[config.mk]
export PLATFORM = sky130hd
export DESIGN_NAME = run_length_item_encoder_flat
export DESIGN_NICKNAME = d
export VERILOG_FILES = /design/src/rtl/rle_pkg.sv /design/src/rtl/rle_ifs.sv /design/src/rtl/rle_regs.sv /design/src/rtl/rle_front.sv /design/src/rtl/rle_queue.sv /design/src/rtl/rle_back.sv /design/src/rtl/run_length_item_encoder.sv /design/src/flat_wrapper.sv
export SDC_FILE = /design/constraint.sdc
export NUM_CORES = 1
export LEC_CHECK = 0
export BUFFER_PORTS_ARGS = -buffer_cell sky130_fd_sc_hd__buf_2
export CAP_MARGIN = 20
export CORE_ASPECT_RATIO = 0.6
export CORE_MARGIN = 2
export CORE_UTILIZATION = 50
export CTS_BUF_LIST = sky130_fd_sc_hd__clkbuf_8 sky130_fd_sc_hd__clkbuf_16
export DETAILED_ROUTE_END_ITERATION = 7
export GPL_TIMING_DRIVEN = 1
export PLACE_DENSITY = 0.71
export SLEW_MARGIN = 20
export SYNTH_ARGS = -nofsm -noshare
export SYNTH_HDL_FRONTEND = slang
export SYNTH_SLANG_ARGS = --single-unit
[constraint.sdc]
create_clock -name clk -period 8.1 [get_ports clk]
set_clock_uncertainty 0.2 [all_clocks]
set_input_delay 2.43 -clock clk [delete_from_list [all_inputs] [get_ports clk]]
set_output_delay 2.43 -clock clk [all_outputs]
set_load 0.02 [all_outputs]
[src/rtl/rle_pkg.sv]
`timescale 1ns / 1ps
// rle_pkg: shared types, constants and helper functions of the run-length item encoder
// no dependencies; used by every other file of the block except rle_ifs

package rle_pkg;

  localparam logic [16:0] MAX_RUN_ITEMS      = 17'd65535;
  localparam logic [16:0] ITEMS_CAP          = 17'h1FFFF;
  localparam logic [23:0] ENVELOPE_BYTES     = 24'd48;
  localparam logic [2:0]  LENGTH_FIELD_BYTES = 3'd2;
  localparam int          CFG_ADDR_W         = 5;
  localparam int          CFG_DATA_W         = 32;

  typedef enum logic [1:0] {
    STATUS_OK         = 2'd0,
    STATUS_OVERFLOW   = 2'd1,
    STATUS_BAD_SAMPLE = 2'd2
  } status_t;

  typedef enum logic [2:0] {
    REG_ITEM_WIDTH   = 3'd0,
    REG_ITEM_LIMIT   = 3'd1,
    REG_FRAME_BUDGET = 3'd2,
    REG_SAMPLE_EN    = 3'd3,
    REG_CODE_BITS    = 3'd4
  } reg_idx_t;

  typedef struct packed {
    logic [2:0]  item_width_bytes;
    logic [15:0] item_limit;
    logic [23:0] frame_byte_budget;
    logic        sample_check_enable;
    logic [4:0]  sample_code_bits;
  } cfg_t;

  // one queued command: an optional finished run plus an optional final word
  typedef struct packed {
    logic        has_rec;
    logic [15:0] rec_len;
    logic [31:0] rec_val;
    logic        fin;
    status_t     status;
    logic [15:0] fin_len;
    logic [31:0] fin_val;
    logic [15:0] runs;
  } cmd_t;

  function automatic logic [2:0] eff_width(input logic [2:0] w);
    logic [2:0] r;
    if (w == 3'd0) r = 3'd1;
    else if (w > 3'd4) r = 3'd4;
    else r = w;
    return r;
  endfunction

  function automatic logic [31:0] width_mask(input logic [2:0] w);
    logic [31:0] m;
    case (w)
      3'd1:    m = 32'h0000_00FF;
      3'd2:    m = 32'h0000_FFFF;
      3'd3:    m = 32'h00FF_FFFF;
      default: m = 32'hFFFF_FFFF;
    endcase
    return m;
  endfunction

endpackage

[src/rtl/rle_ifs.sv]
`timescale 1ns / 1ps
// rle_in_if / rle_out_if: valid-ready channels of the run-length item encoder
// no dependencies

interface rle_in_if;
  logic        valid;
  logic        ready;
  logic [31:0] item_value;
  logic        last_item;

  modport source (output valid, output item_value, output last_item, input ready);
  modport sink   (input valid, input item_value, input last_item, output ready);
endinterface

interface rle_out_if;
  logic        valid;
  logic        ready;
  logic        record_valid;
  logic [15:0] run_len;
  logic [31:0] run_value;
  logic        final_result;
  logic [15:0] runs_total;
  logic [18:0] payload_size;
  logic        encode_chosen;
  logic [1:0]  result_status;

  modport source (output valid, output record_valid, output run_len, output run_value,
                  output final_result, output runs_total, output payload_size,
                  output encode_chosen, output result_status, input ready);
  modport sink   (input valid, input record_valid, input run_len, input run_value,
                  input final_result, input runs_total, input payload_size,
                  input encode_chosen, input result_status, output ready);
endinterface

[src/rtl/rle_regs.sv]
`timescale 1ns / 1ps
// rle_regs: apb-style configuration registers of the run-length item encoder
// depends on rle_pkg

module rle_regs (
  input  logic                             clk,
  input  logic                             rst_n,
  input  logic                             psel,
  input  logic                             penable,
  input  logic                             pwrite,
  input  logic [rle_pkg::CFG_ADDR_W-1:0]   paddr,
  input  logic [rle_pkg::CFG_DATA_W-1:0]   pwdata,
  output logic [rle_pkg::CFG_DATA_W-1:0]   prdata,
  output logic                             pready,
  output rle_pkg::cfg_t                    cfg
);

  rle_pkg::cfg_t cfg_r, cfg_nxt;
  logic          wr_en;
  logic [2:0]    idx;

  assign pready = 1'b1;
  assign wr_en  = psel && penable && pwrite;
  assign idx    = paddr[4:2];
  assign cfg    = cfg_r;

  always_comb begin
    cfg_nxt = cfg_r;
    if (wr_en) begin
      unique case (idx)
        rle_pkg::REG_ITEM_WIDTH:   cfg_nxt.item_width_bytes    = pwdata[2:0];
        rle_pkg::REG_ITEM_LIMIT:   cfg_nxt.item_limit          = pwdata[15:0];
        rle_pkg::REG_FRAME_BUDGET: cfg_nxt.frame_byte_budget   = pwdata[23:0];
        rle_pkg::REG_SAMPLE_EN:    cfg_nxt.sample_check_enable = pwdata[0];
        rle_pkg::REG_CODE_BITS:    cfg_nxt.sample_code_bits    = pwdata[4:0];
        default: ;
      endcase
    end
  end

  always_comb begin
    unique case (idx)
      rle_pkg::REG_ITEM_WIDTH:   prdata = 32'(cfg_r.item_width_bytes);
      rle_pkg::REG_ITEM_LIMIT:   prdata = 32'(cfg_r.item_limit);
      rle_pkg::REG_FRAME_BUDGET: prdata = 32'(cfg_r.frame_byte_budget);
      rle_pkg::REG_SAMPLE_EN:    prdata = 32'(cfg_r.sample_check_enable);
      rle_pkg::REG_CODE_BITS:    prdata = 32'(cfg_r.sample_code_bits);
      default:                   prdata = '0;
    endcase
  end

  always_ff @(posedge clk) begin
    if (!rst_n) begin
      cfg_r.item_width_bytes    <= 3'd1;
      cfg_r.item_limit          <= 16'd65535;
      cfg_r.frame_byte_budget   <= 24'd4096;
      cfg_r.sample_check_enable <= 1'b0;
      cfg_r.sample_code_bits    <= 5'd12;
    end else begin
      cfg_r <= cfg_nxt;
    end
  end

endmodule

[src/rtl/rle_front.sv]
`timescale 1ns / 1ps
// rle_front: accepts items, masks and checks them, tracks the open run and
// queues one command per item that finishes a run or closes the buffer; depends on rle_pkg, rle_in_if

module rle_front (
  input  logic               clk,
  input  logic               rst_n,
  rle_in_if.sink             in_ch,
  input  rle_pkg::cfg_t      cfg,
  input  logic               q_full,
  output logic               q_push,
  output rle_pkg::cmd_t      q_data
);

  logic [31:0]      held_value_r, held_value_nxt;
  logic [15:0]      held_length_r, held_length_nxt;
  logic [16:0]      items_seen_r, items_seen_nxt;
  logic [15:0]      runs_seen_r, runs_seen_nxt;
  logic             have_item_r, have_item_nxt;
  rle_pkg::status_t error_r, error_nxt;

  logic             fire;
  logic [2:0]       w;
  logic [31:0]      v;
  logic [16:0]      items_inc;
  logic             overflow;
  logic [15:0]      code_mask;
  logic [15:0]      bad_bits;
  logic             sample_bad;
  rle_pkg::status_t status;
  rle_pkg::cmd_t    cmd;

  assign in_ch.ready = !q_full;
  assign fire        = in_ch.valid && !q_full;

  always_comb begin
    w         = rle_pkg::eff_width(cfg.item_width_bytes);
    v         = in_ch.item_value & rle_pkg::width_mask(w);
    items_inc = (items_seen_r != rle_pkg::ITEMS_CAP) ? items_seen_r + 17'd1 : items_seen_r;
    overflow  = (items_inc > {1'b0, cfg.item_limit}) || (items_inc > rle_pkg::MAX_RUN_ITEMS);
    code_mask = (cfg.sample_code_bits >= 5'd16) ? 16'hFFFF
              : 16'((17'd1 << cfg.sample_code_bits) - 17'd1);
    bad_bits  = ~code_mask;
    sample_bad = ((v[15:0] & bad_bits) != 16'd0) || ((v[31:16] & bad_bits) != 16'd0);

    status = error_r;
    if (overflow) begin
      status = rle_pkg::STATUS_OVERFLOW;
    end else if (cfg.sample_check_enable && (w == 3'd4) && sample_bad &&
                 (status == rle_pkg::STATUS_OK)) begin
      status = rle_pkg::STATUS_BAD_SAMPLE;
    end

    held_value_nxt  = held_value_r;
    held_length_nxt = held_length_r;
    runs_seen_nxt   = runs_seen_r;
    have_item_nxt   = have_item_r;
    items_seen_nxt  = items_seen_r;
    error_nxt       = error_r;

    cmd         = '0;
    cmd.rec_len = held_length_r;
    cmd.rec_val = held_value_r;

    if (status == rle_pkg::STATUS_OK) begin
      if (have_item_r && (v == held_value_r)) begin
        held_length_nxt = held_length_r + 16'd1;
      end else begin
        cmd.has_rec     = have_item_r;
        runs_seen_nxt   = runs_seen_r + 16'd1;
        held_value_nxt  = v;
        held_length_nxt = 16'd1;
        have_item_nxt   = 1'b1;
      end
    end

    cmd.fin     = in_ch.last_item;
    cmd.status  = status;
    cmd.fin_len = held_length_nxt;
    cmd.fin_val = held_value_nxt;
    cmd.runs    = runs_seen_nxt;

    items_seen_nxt = items_inc;
    error_nxt      = status;

    // buffer closed: start over
    if (in_ch.last_item) begin
      held_value_nxt  = '0;
      held_length_nxt = '0;
      runs_seen_nxt   = '0;
      have_item_nxt   = 1'b0;
      items_seen_nxt  = '0;
      error_nxt       = rle_pkg::STATUS_OK;
    end
  end

  assign q_push = fire && (cmd.has_rec || cmd.fin);
  assign q_data = cmd;

  always_ff @(posedge clk) begin
    if (!rst_n) begin
      held_value_r  <= '0;
      held_length_r <= '0;
      items_seen_r  <= '0;
      runs_seen_r   <= '0;
      have_item_r   <= 1'b0;
      error_r       <= rle_pkg::STATUS_OK;
    end else if (fire) begin
      held_value_r  <= held_value_nxt;
      held_length_r <= held_length_nxt;
      items_seen_r  <= items_seen_nxt;
      runs_seen_r   <= runs_seen_nxt;
      have_item_r   <= have_item_nxt;
      error_r       <= error_nxt;
    end
  end

endmodule

[src/rtl/rle_queue.sv]
`timescale 1ns / 1ps
// rle_queue: small command fifo between front and back of the encoder
// depends on rle_pkg

module rle_queue #(
  parameter int DEPTH = 4
) (
  input  logic          clk,
  input  logic          rst_n,
  input  logic          push,
  input  rle_pkg::cmd_t push_data,
  output logic          full,
  input  logic          pop,
  output rle_pkg::cmd_t head,
  output logic          empty
);

  localparam int PTR_W = (DEPTH > 1) ? $clog2(DEPTH) : 1;
  localparam int CNT_W = $clog2(DEPTH + 1);
  localparam logic [PTR_W-1:0] LAST_PTR = PTR_W'(DEPTH - 1);
  localparam logic [CNT_W-1:0] FULL_CNT = CNT_W'(DEPTH);

  rle_pkg::cmd_t    slots_r [DEPTH];
  logic [PTR_W-1:0] wr_ptr_r, wr_ptr_nxt;
  logic [PTR_W-1:0] rd_ptr_r, rd_ptr_nxt;
  logic [CNT_W-1:0] count_r, count_nxt;
  logic             do_push, do_pop;

  assign full    = (count_r == FULL_CNT);
  assign empty   = (count_r == '0);
  assign do_push = push && !full;
  assign do_pop  = pop && !empty;
  assign head    = slots_r[rd_ptr_r];

  always_comb begin
    wr_ptr_nxt = wr_ptr_r;
    rd_ptr_nxt = rd_ptr_r;
    count_nxt  = count_r;
    if (do_push) wr_ptr_nxt = (wr_ptr_r == LAST_PTR) ? '0 : wr_ptr_r + PTR_W'(1);
    if (do_pop)  rd_ptr_nxt = (rd_ptr_r == LAST_PTR) ? '0 : rd_ptr_r + PTR_W'(1);
    if (do_push && !do_pop) count_nxt = count_r + CNT_W'(1);
    else if (do_pop && !do_push) count_nxt = count_r - CNT_W'(1);
  end

  always_ff @(posedge clk) begin
    if (!rst_n) begin
      wr_ptr_r <= '0;
      rd_ptr_r <= '0;
      count_r  <= '0;
    end else begin
      wr_ptr_r <= wr_ptr_nxt;
      rd_ptr_r <= rd_ptr_nxt;
      count_r  <= count_nxt;
    end
  end

  always_ff @(posedge clk) begin
    if (do_push) slots_r[wr_ptr_r] <= push_data;
  end

endmodule

[src/rtl/rle_back.sv]
`timescale 1ns / 1ps
// rle_back: expands queued commands into result words, computes the payload
// size and budget decision, holds the output register; depends on rle_pkg, rle_out_if

module rle_back (
  input  logic          clk,
  input  logic          rst_n,
  input  rle_pkg::cfg_t cfg,
  input  rle_pkg::cmd_t head,
  input  logic          q_empty,
  output logic          q_pop,
  rle_out_if.source     out_ch
);

  typedef struct packed {
    logic        record_valid;
    logic [15:0] run_len;
    logic [31:0] run_value;
    logic        final_result;
    logic [15:0] runs_total;
    logic [18:0] payload_size;
    logic        encode_chosen;
    logic [1:0]  result_status;
  } word_t;

  logic          out_valid_r, out_valid_nxt;
  word_t         word_r, word_nxt;
  logic          pend_r, pend_nxt;
  rle_pkg::cmd_t pend_cmd_r, pend_cmd_nxt;

  rle_pkg::cmd_t src;
  logic          load;
  logic [2:0]    w;
  logic [2:0]    bytes_per_run;
  logic [18:0]   pay;
  logic          chosen;
  word_t         fin_word;
  word_t         rec_word;

  assign load  = !out_valid_r || out_ch.ready;
  assign q_pop = load && !pend_r && !q_empty;
  assign src   = pend_r ? pend_cmd_r : head;

  always_comb begin
    w             = rle_pkg::eff_width(cfg.item_width_bytes);
    bytes_per_run = w + rle_pkg::LENGTH_FIELD_BYTES;
    pay           = 19'(src.runs) * 19'(bytes_per_run);
    chosen        = (24'(pay) + rle_pkg::ENVELOPE_BYTES) <= cfg.frame_byte_budget;

    fin_word              = '0;
    fin_word.final_result = 1'b1;
    fin_word.result_status = src.status;
    if (src.status == rle_pkg::STATUS_OK) begin
      fin_word.record_valid  = 1'b1;
      fin_word.run_len       = src.fin_len;
      fin_word.run_value     = src.fin_val;
      fin_word.runs_total    = src.runs;
      fin_word.payload_size  = pay;
      fin_word.encode_chosen = chosen;
    end

    rec_word              = '0;
    rec_word.record_valid = 1'b1;
    rec_word.run_len      = src.rec_len;
    rec_word.run_value    = src.rec_val;

    out_valid_nxt = out_valid_r;
    word_nxt      = word_r;
    pend_nxt      = pend_r;
    pend_cmd_nxt  = pend_cmd_r;
    if (load) begin
      if (pend_r) begin
        out_valid_nxt = 1'b1;
        word_nxt      = fin_word;
        pend_nxt      = 1'b0;
      end else if (!q_empty) begin
        out_valid_nxt = 1'b1;
        if (head.has_rec) begin
          word_nxt     = rec_word;
          pend_nxt     = head.fin;
          pend_cmd_nxt = head;
        end else begin
          word_nxt = fin_word;
        end
      end else begin
        out_valid_nxt = 1'b0;
      end
    end
  end

  always_ff @(posedge clk) begin
    if (!rst_n) begin
      out_valid_r <= 1'b0;
      pend_r      <= 1'b0;
    end else begin
      out_valid_r <= out_valid_nxt;
      pend_r      <= pend_nxt;
    end
    word_r     <= word_nxt;
    pend_cmd_r <= pend_cmd_nxt;
  end

  assign out_ch.valid         = out_valid_r;
  assign out_ch.record_valid  = word_r.record_valid;
  assign out_ch.run_len       = word_r.run_len;
  assign out_ch.run_value     = word_r.run_value;
  assign out_ch.final_result  = word_r.final_result;
  assign out_ch.runs_total    = word_r.runs_total;
  assign out_ch.payload_size  = word_r.payload_size;
  assign out_ch.encode_chosen = word_r.encode_chosen;
  assign out_ch.result_status = word_r.result_status;

endmodule

[src/rtl/run_length_item_encoder.sv]
`timescale 1ns / 1ps
// run_length_item_encoder: run-length encoder for one buffer of fixed-width items
// depends on rle_pkg, rle_ifs, rle_regs, rle_front, rle_queue, rle_back
//
// usage
//   in_ch carries one item word per handshake (item_value, last_item); items of a
//   buffer stream in order, last_item closes the buffer
//   out_ch carries result words: one record per finished run, and a final word
//   with run count, payload size, budget decision and status at buffer end
//   the apb-style port sets width, item limit, frame budget and the sample check;
//   write it only while no buffer is in flight
// timing
//   one item per cycle while the command queue is not full; the front updates the open run
//   in the accept cycle and queues a command, which the back takes from the queue head
//   and registers as a result word in the output register when the output is free
//   a last item that also finishes a run gives two words, one per cycle while out_ch is ready
//   the command queue holds QUEUE_DEPTH entries
// reset and stall
//   synchronous reset clears the run state, the queue and the output valid flag and
//   restores register defaults; no clearing pass is needed
//   when out_ch stalls the output word holds, the queue fills, then in_ch.ready drops

module run_length_item_encoder #(
  parameter int QUEUE_DEPTH = 4
) (
  input  logic                           clk,
  input  logic                           rst_n,
  rle_in_if.sink                         in_ch,
  rle_out_if.source                      out_ch,
  input  logic                           psel,
  input  logic                           penable,
  input  logic                           pwrite,
  input  logic [rle_pkg::CFG_ADDR_W-1:0] paddr,
  input  logic [rle_pkg::CFG_DATA_W-1:0] pwdata,
  output logic [rle_pkg::CFG_DATA_W-1:0] prdata,
  output logic                           pready
);

  rle_pkg::cfg_t cfg;
  rle_pkg::cmd_t q_data;
  rle_pkg::cmd_t q_head;
  logic          q_push;
  logic          q_pop;
  logic          q_full;
  logic          q_empty;

  rle_regs u_regs (
    .clk     (clk),
    .rst_n   (rst_n),
    .psel    (psel),
    .penable (penable),
    .pwrite  (pwrite),
    .paddr   (paddr),
    .pwdata  (pwdata),
    .prdata  (prdata),
    .pready  (pready),
    .cfg     (cfg)
  );

  rle_front u_front (
    .clk    (clk),
    .rst_n  (rst_n),
    .in_ch  (in_ch),
    .cfg    (cfg),
    .q_full (q_full),
    .q_push (q_push),
    .q_data (q_data)
  );

  rle_queue #(
    .DEPTH (QUEUE_DEPTH)
  ) u_queue (
    .clk       (clk),
    .rst_n     (rst_n),
    .push      (q_push),
    .push_data (q_data),
    .full      (q_full),
    .pop       (q_pop),
    .head      (q_head),
    .empty     (q_empty)
  );

  rle_back u_back (
    .clk     (clk),
    .rst_n   (rst_n),
    .cfg     (cfg),
    .head    (q_head),
    .q_empty (q_empty),
    .q_pop   (q_pop),
    .out_ch  (out_ch)
  );

endmodule

[src/flat_wrapper.sv]
// flat-port wrapper written by rule: the top's interface ports become plain ports
module run_length_item_encoder_flat 
#(
  parameter int QUEUE_DEPTH = 4
)
  (clk, rst_n, psel, penable, pwrite, paddr, pwdata, prdata, pready, in_ch_valid, in_ch_item_value, in_ch_last_item, in_ch_ready, out_ch_valid, out_ch_record_valid, out_ch_run_len, out_ch_run_value, out_ch_final_result, out_ch_runs_total, out_ch_payload_size, out_ch_encode_chosen, out_ch_result_status, out_ch_ready);
  rle_in_if in_ch_i ();
  rle_out_if out_ch_i ();
  input  logic clk;
  input  logic rst_n;
  input  logic psel;
  input  logic penable;
  input  logic pwrite;
  input  logic [rle_pkg::CFG_ADDR_W-1:0] paddr;
  input  logic [rle_pkg::CFG_DATA_W-1:0] pwdata;
  output logic [rle_pkg::CFG_DATA_W-1:0] prdata;
  output logic pready;
  input wire logic [$bits(in_ch_i.valid)-1:0] in_ch_valid;
  input wire logic [$bits(in_ch_i.item_value)-1:0] in_ch_item_value;
  input wire logic [$bits(in_ch_i.last_item)-1:0] in_ch_last_item;
  output wire logic [$bits(in_ch_i.ready)-1:0] in_ch_ready;
  output wire logic [$bits(out_ch_i.valid)-1:0] out_ch_valid;
  output wire logic [$bits(out_ch_i.record_valid)-1:0] out_ch_record_valid;
  output wire logic [$bits(out_ch_i.run_len)-1:0] out_ch_run_len;
  output wire logic [$bits(out_ch_i.run_value)-1:0] out_ch_run_value;
  output wire logic [$bits(out_ch_i.final_result)-1:0] out_ch_final_result;
  output wire logic [$bits(out_ch_i.runs_total)-1:0] out_ch_runs_total;
  output wire logic [$bits(out_ch_i.payload_size)-1:0] out_ch_payload_size;
  output wire logic [$bits(out_ch_i.encode_chosen)-1:0] out_ch_encode_chosen;
  output wire logic [$bits(out_ch_i.result_status)-1:0] out_ch_result_status;
  input wire logic [$bits(out_ch_i.ready)-1:0] out_ch_ready;
  assign in_ch_i.valid = in_ch_valid;
  assign in_ch_i.item_value = in_ch_item_value;
  assign in_ch_i.last_item = in_ch_last_item;
  assign in_ch_ready = in_ch_i.ready;
  assign out_ch_valid = out_ch_i.valid;
  assign out_ch_record_valid = out_ch_i.record_valid;
  assign out_ch_run_len = out_ch_i.run_len;
  assign out_ch_run_value = out_ch_i.run_value;
  assign out_ch_final_result = out_ch_i.final_result;
  assign out_ch_runs_total = out_ch_i.runs_total;
  assign out_ch_payload_size = out_ch_i.payload_size;
  assign out_ch_encode_chosen = out_ch_i.encode_chosen;
  assign out_ch_result_status = out_ch_i.result_status;
  assign out_ch_i.ready = out_ch_ready;
  run_length_item_encoder #(.QUEUE_DEPTH(QUEUE_DEPTH)) u_core (.clk(clk), .rst_n(rst_n), .in_ch(in_ch_i), .out_ch(out_ch_i), .psel(psel), .penable(penable), .pwrite(pwrite), .paddr(paddr), .pwdata(pwdata), .prdata(prdata), .pready(pready));
endmodule
==> results of run 1 <==
-- worst max path at each step --
stage,endpoint,slack [ps],cells after the start
floorplan,u_core.u_queue.slots_r[3][0],920,17
detailed placement,u_core.u_queue.slots_r[3][70],1180,17
finish,u_core.u_back.out_ch.encode_chosen,1160,23
global placement,prdata[19],1230,5
global route,u_core.u_queue.slots_r[3][74],510,17
CTS,u_core.u_queue.slots_r[2][16],1120,17
-- report_power, final --
part	leakage, nW	internal [W]	switching (W)	total (W)
sequential	7.01	0.00497	0.000213	0.00518
combinational	5.37	0.00215	0.00356	0.00572
clock	1.25	0.00188	0.00150	0.00338
-- per-layer routing --
| metal | GRT usage [%] | share of wire [%] | vias up |
|---|---|---|---|
| li1 | - | - | 9736 |
| met1 | 34.6 | 44 | 11100 |
| met2 | 37.0 | 46 | 851 |
| met3 | 4.74 | 8.3 | 134 |
| met4 | 6.07 | 1.9 | 4 |
| met5 | 0 | 0.029 | - |
-- Yosys cell counts, types with 16 or more instances --
cell type  count  share of area [%]
edfxtp_1     618                 55
nand2_1      268                3.0
dfxtp_1      144                8.5
a21oi_1      135                2.0
inv_1        132                1.5
nor2_1       124                1.4
mux4_2       117                7.8
clkbuf_1     115                1.3
o21ai_0       70                1.0
ha_1          65                2.4
a221oi_1      51                1.3
xor2_1        45                1.2
and2_1        44               0.81
nand3_1       40               0.59
xnor2_1       39                1.0
a22oi_1       28               0.62
o211ai_1      28               0.62
a31oi_1       26               0.48
and3_1        26               0.48
nand4_1       26               0.48
mux2_2        25               0.83
o22ai_1       25               0.46
nor3_1        24               0.35
a22o_1        17               0.44
mux2i_1       17               0.50
fa_1          16               0.95
nand3b_1      16               0.35
nor2b_1       16               0.30
-- kinds of logic after synthesis --
group	Yosys count	synth area share (%)
buffers and inverters	286	3.44
AND/OR/NAND/NOR	645	9.11
XOR/XNOR	84	2.17
flip-flops	762	63.4
AO/OA/AOI/OAI	454	8.80
multiplexers	177	9.75
other	2	0.0222
adder cells (fa/ha/maj)	81	3.35
-- sequential cells by signal (all words and copies together) (netlist names), 17 cells and up, named ones only --
| name | cells |
|---|---|
| u_core.u_back.out_ch.run_value | 32 |
| u_core.u_front.items_seen_r | 17 |
| u_core.u_front.held_value_r | 32 |
| u_core.u_back.out_ch.payload_size | 19 |
| u_core.u_queue.slots_r | 464 |
| u_core.u_regs.cfg | 49 |
| u_core.u_back.pend_cmd_r | 66 |
-- area by class of cell --
type / instances / area [um^2]
flip-flops and latches: 762 / 21500
multi-input cells: 1450 / 11300
fillers: 5179 / 28500
clock buffers: 86 / 2020
repair buffers: 217 / 1270
well taps: 900 / 1130
inverters: 132 / 495
clock inverters: 48 / 349
diodes: 5 / 12.5
-- through the flow --
stage	hold WS (ps)	instance area (um^2)	total power [W]
detailed placement	258	35600	0.0109
CTS	274	38000	0.0143
global route	287	38000	0.0151
floorplan	237	33900	0.00916
global placement	247	35600	0.0107
finish	266	38000	0.0143
-- tightest hold or removal path, delay by kind of cell (launching register included) --
family | cells | cell delay [ps]
simple gates | 1 | 70
compound gates | 1 | 40
flops | 1 | 320
==> metrics, run 1 <==
max_slew headroom=25.8%; clock root buffer=clkbuf_16; CTS tree=done; core box area=0.0666 mm^2; die area=0.0698 mm^2; vias=21,800; Cell Pwr Density=375 mW/mm^2; pre-CTS setup slack=1180 ps; async set-or-reset flop fraction in the synthesized netlist=0%; hold wc startpoint=u_core.u_front.error_r[0]; Required @ worst endpoint=8380 ps; Routed Antenna Nets=0; status=complete, no violations; critical path type=register to register; Post-synth EDFFs=618; grt total ovfl=0; Num CTS Buffers=72; I/O pins=200; Critical R2R Capture=u_core.u_back.out_ch.encode_chosen; ratio of cells with drive above 1 in the final layout=18.6%; number of global-route vias before repair=21,600; DRC violations left=0; max_cap viols=0; measured slew at the worst slew-check pin=1110 ps; port buffer count=180; dpl hpwl=53,100 um; Seq/Total Area, Yosys=63.4%; row count=73; width of the die=340 um; via/cell ratio=6.06; gr usage total=23.8%; Final Hold Fails=0; most frequent cells in the layout=618 x edfxtp_1, 267 x nand2_1, 180 x buf_2; crit path max fanout=28; Setup TNS Final=0 ps; flop-to-flop setup slack=1160 ps; total setup buffers inserted after CTS=0; worst skew pair latency=630 ps; top_reg_cell synth=edfxtp_1; pin count of the biggest net entering global routing=67; period utilization=85.6%; Avg WL per Cell=23.3 um; post_cts resized=0; RSZ-0062 raised after global routing=no; Syn-to-layout area delta=12.4%; DRT iter0 DRCs=2,443; Critical Path, Cell by Cell=buf_4 -> mux4_2 -> mux2_2 -> nand2_1 -> fa_1 -> inv_1 -> ha_1 -> and2_1 -> a221oi_1 -> a21o_1 -> nand3b_1 -> xor2_1 -> nand4_1 -> nor4_1 -> nand2_1 -> xnor2_1 -> ha_1 -> a21o_1 -> a21o_1 -> a21oi_1 -> o2111a_1 -> o21ai_0 -> a31oi_1; first-pass GRT wire length=126,000 um; worst-case vdd ir drop=0.337 mV; final setup fails=0; Mean Syn Cell Area=13.6 um^2; Clk pin slew, worst setup/hold paths=60 ps; commonest non-fill, non-tap cell in the layout=edfxtp_1; CP max stage cell=mux4_2; WP buf/inv=2; Yosys cell types=84; Hold Crit Class=register to register; Post-Layout Cell Count=3,600; most used cell, CP=a21o_1; Hold Path Depth=2; CTS H-tree depth=3; Final Max Slew Viols=0; synth warn=0; final wirelength=83,800 um; starting density of the core=50.8%; synthesis-stage register bit count=762; crit path capture type=register; initial antenna violation count=6; startpoint types=register; layout net count=2,793; GP Congestion=0.886; post-route minimum period=6940 ps; Crit path arrival time=7210 ps; DRT Pass-1 Iters=6; Max Fclk=0.144 GHz; Leak Pwr=13.6 nW; Register-to-Register Path Depth=23; CP top delay family=compound AO/OA/AOI/OAI gates; Hold Path End=u_core.u_front.error_r[0]; clock buffer depth=3; worst setup margin=1160 ps; Vert. Die Dim=206 um; Placed Cells=3,460; final core utilization=57.1%; synthesized area=0.0338 mm^2; CP max stage delay=610 ps; # clock sinks=762; Post-CTS Hold Buffers=0; Post-Syn Instances=2,491
No activity file was read; power rests on OpenSTA's default activity.
==> run 2: changes to the inputs <==
--- a/config.mk
+++ b/config.mk
@@ -13,8 +13,9 @@
 export CTS_BUF_LIST = sky130_fd_sc_hd__clkbuf_8 sky130_fd_sc_hd__clkbuf_16
 export DETAILED_ROUTE_END_ITERATION = 7
 export GPL_TIMING_DRIVEN = 1
-export PLACE_DENSITY = 0.71
+export PLACE_DENSITY = 0.64
 export SLEW_MARGIN = 20
 export SYNTH_ARGS = -nofsm -noshare
 export SYNTH_HDL_FRONTEND = slang
+export SYNTH_HIERARCHICAL = 1
 export SYNTH_SLANG_ARGS = --single-unit
==> metrics, run 2 <==
measured slew at the worst slew-check pin=1110 ps (about the same); synth warn=6 (was 0); port buffer count=180 (unchanged); register area=0.0215 mm^2 (about the same); pre-CTS setup slack=1350 ps (was 1180 ps); commonest non-fill, non-tap cell in the layout=edfxtp_1 (unchanged); I/O pins=200 (unchanged); post_cts resized=0 (unchanged); Clk pin slew, worst setup/hold paths=70 ps (was 60 ps); Top reg by flops=u_core/u_queue/slots_r (was u_core.u_queue.slots_r); gr usage total=25.8% (was 23.8%); DRT iter0 DRCs=3,010 (was 2,443); row count=74 (was 73); GP Congestion=0.931 (was 0.886); Final Max Slew Viols=0 (unchanged); dpl hpwl=60,600 um (was 53,100 um); DRT Pass-1 Iters=6 (unchanged); # clock sinks=762 (unchanged); Hold Path Depth=2 (unchanged); Register-to-Register Path Depth=21 (was 23); width of the die=344 um (was 340 um); max_cap viols=0 (unchanged); starting density of the core=50.8% (about the same); initial antenna violation count=12 (was 6); core box area=0.0683 mm^2 (was 0.0666 mm^2); worst-case vdd ir drop=0.301 mV (was 0.337 mV); via/cell ratio=6.10 (was 6.06); first-pass GRT wire length=139,000 um (was 126,000 um); Multi-input gate area=0.0121 mm^2 (was 0.0113 mm^2); Cell Pwr Density=362 mW/mm^2 (was 375 mW/mm^2); clock buffer depth=3 (unchanged); Setup TNS Final=0 ps (unchanged); ratio of cells with drive above 1 in the final layout=18.5% (was 18.6%); total setup buffers inserted after CTS=0 (unchanged); RSZ-0062 raised after global routing=no (unchanged); CTS H-tree depth=3 (unchanged); status=complete, no violations (unchanged); vias=23,300 (was 21,800); Routed Antenna Nets=0 (unchanged); synthesis-stage register bit count=762 (unchanged); most frequent cells in the layout=618 x edfxtp_1, 298 x nand2_1, 181 x nor2_1 (was 618 x edfxtp_1, 267 x nand2_1, 180 x buf_2); post-synth top area share=53.5% (was 54.8%); async set-or-reset flop fraction in the synthesized netlist=0% (unchanged); crit path max fanout=30 (was 28); ranking of synthesized cells by area=edfxtp_1 54%, dfxtp_1 8.3%, mux4_2 7.5%, nand2_1 3.2%, ha_1 2.3% (was edfxtp_1 55%, dfxtp_1 8.5%, mux4_2 7.8%, nand2_1 3.0%, ha_1 2.4%); startpoint types=register (unchanged); number of global-route vias before repair=22,200 (was 21,600); DRC violations left=0 (unchanged); max reg flops=464 (unchanged); Syn-to-layout area delta=12.8% (was 12.4%); Avg WL per Cell=24.4 um (was 23.3 um); Max Fclk=0.144 GHz (about the same); worst setup margin=1180 ps (was 1160 ps); count leader, synth=edfxtp_1 (unchanged); post-synth top area cell=edfxtp_1 (unchanged); post-route minimum period=6920 ps (was 6940 ps); hold wc startpoint=u_core/u_regs/cfg[11] (was u_core.u_front.error_r[0]); final wirelength=93,000 um (was 83,800 um); Hold Crit Class=register to register (unchanged); final setup fails=0 (unchanged); layout net count=2,997 (was 2,793); flop-to-flop setup slack=1180 ps (was 1160 ps); clock root buffer=clkbuf_16 (unchanged); Mean Syn Cell Area=12.9 um^2 (was 13.6 um^2); Critical R2R Capture=u_core/u_back/out_ch.encode_chosen (was u_core.u_back.out_ch.encode_chosen); Num CTS Buffers=73 (was 72); Post-Syn Instances=2,679 (was 2,491); die area=0.0715 mm^2 (was 0.0698 mm^2); period utilization=85.5% (was 85.6%); Crit path arrival time=7170 ps (was 7210 ps); Post-synth EDFFs=618 (unchanged); Fillers=5,466 (was 5,179); Post-CTS Hold Buffers=0 (unchanged); pin count of the biggest net entering global routing=67 (unchanged); Hold Path End=u_core/u_regs/cfg[11] (was u_core.u_front.error_r[0]); Vert. Die Dim=208 um (was 206 um); Leak Pwr=14.1 nW (was 13.6 nW); Yosys cell types=91 (was 84); final core utilization=57.3% (was 57.1%); synthesized area=0.0347 mm^2 (was 0.0338 mm^2); Final Hold Fails=0 (unchanged); Seq/Total Area, Yosys=61.8% (was 63.4%); crit path capture type=register (unchanged); max_slew headroom=25.7% (was 25.8%); Required @ worst endpoint=8340 ps (was 8380 ps); top_reg_cell synth=edfxtp_1 (unchanged); worst skew pair latency=640 ps (was 630 ps); critical path type=register to register (unchanged); most common library cells after synthesis=618 x edfxtp_1, 299 x nand2_1, 183 x nor2_1, 161 x o21ai_0, 144 x dfxtp_1 (was 618 x edfxtp_1, 268 x nand2_1, 144 x dfxtp_1, 135 x a21oi_1, 132 x inv_1); grt total ovfl=0 (unchanged); CTS tree=done (unchanged)
[run 2: changes by cell type after synthesis, sizes merged, moves of 31 or more]
| cell | before | now |
|---|---|---|
| nor2 | 125 | 183 |
| a21oi | 137 | 106 |
| o21ai | 72 | 170 |
| nand3 | 40 | 119 |
| a221oi | 51 | 1 |
| buf | 38 | 72 |
[run 2: power by group]
| part | internal, W | leakage, nW | switching (W) |
|---|---|---|---|
| registers | 0.00502 | 7.05 | 0.000187 |
| logic | 0.00196 | 5.81 | 0.00347 |
| clock network | 0.00201 | 1.26 | 0.00150 |
[run 2: layout make-up]
| cell class | instances | area share, % |
|---|---|---|
| tap | 912 | 2.92 |
| timing repair buffer | 242 | 3.84 |
| sequential | 762 | 54.8 |
| inverter | 108 | 1.04 |
| clock buffer | 82 | 5.01 |
| antenna | 7 | 0.0448 |
| clock inverter | 53 | 1.29 |
| multi-input combinational | 1652 | 31.0 |
[run 2: layer usage]
metal | wire length [um] | GRT usage (%) | up-vias | part of all wire (%)
met2 | 38700 | 35.5 | 1116 | 42
met1 | 43600 | 41.7 | 11700 | 47
met4 | 1870 | 6.19 | 8 | 2.0
met5 | 51 | 0 | - | 0.055
met3 | 8780 | 4.91 | 145 | 9.4
li1 | - | - | 10300 | -
[run 2: worst max-delay path, cell delays in order (launching register included)]
cell and delay, ps:
dfxtp_4 420, buf_4 530, mux4_2 600, mux2_2 320
nand2_1 100, fa_1 460, fa_1 470, nor2b_1 160
o31a_1 290, o22ai_1 200, xnor2_1 480, nor3b_2 430
nor2b_1 240, nand2_1 90, xnor2_1 390, ha_1 350
a21oi_1 160, o21ai_0 110, a21o_1 190, a21oi_1 190
o21ai_0 120, a211oi_1 210
[run 2: how the worst max path moves through the flow]
stage,from,endpoint,depth (start not counted)
finish,register,u_core/u_back/out_ch.encode_chosen,21
global route,register,u_core/u_back/out_ch.encode_chosen,21
floorplan,out_ch_ready,u_core/u_back/out_ch.encode_chosen,2
CTS,register,u_core/u_back/out_ch.encode_chosen,21
global placement,register,u_core/u_back/out_ch.encode_chosen,21
detailed placement,register,u_core/u_back/out_ch.encode_chosen,21
[run 2: cells by family after synthesis]
kind of cell	synth area share [%]
compound gates	8.46
xor+xnor	1.97
fa+ha+maj	3.27
buf+inv	3.44
flops	61.8
mux	9.64
other cells	0.0217
simple gates	11.4
[run 2: through the flow]
step	hold slack (ps)	power, W	instances	instance area (um^2)
after floorplan	235	0.00897	2686	34700
after global placement	255	0.0105	3676	36600
after detailed placement	270	0.0106	3676	36600
after CTS	279	0.0142	3811	39100
after global routing	297	0.0148	3812	39100
final	282	0.0141	3818	39100
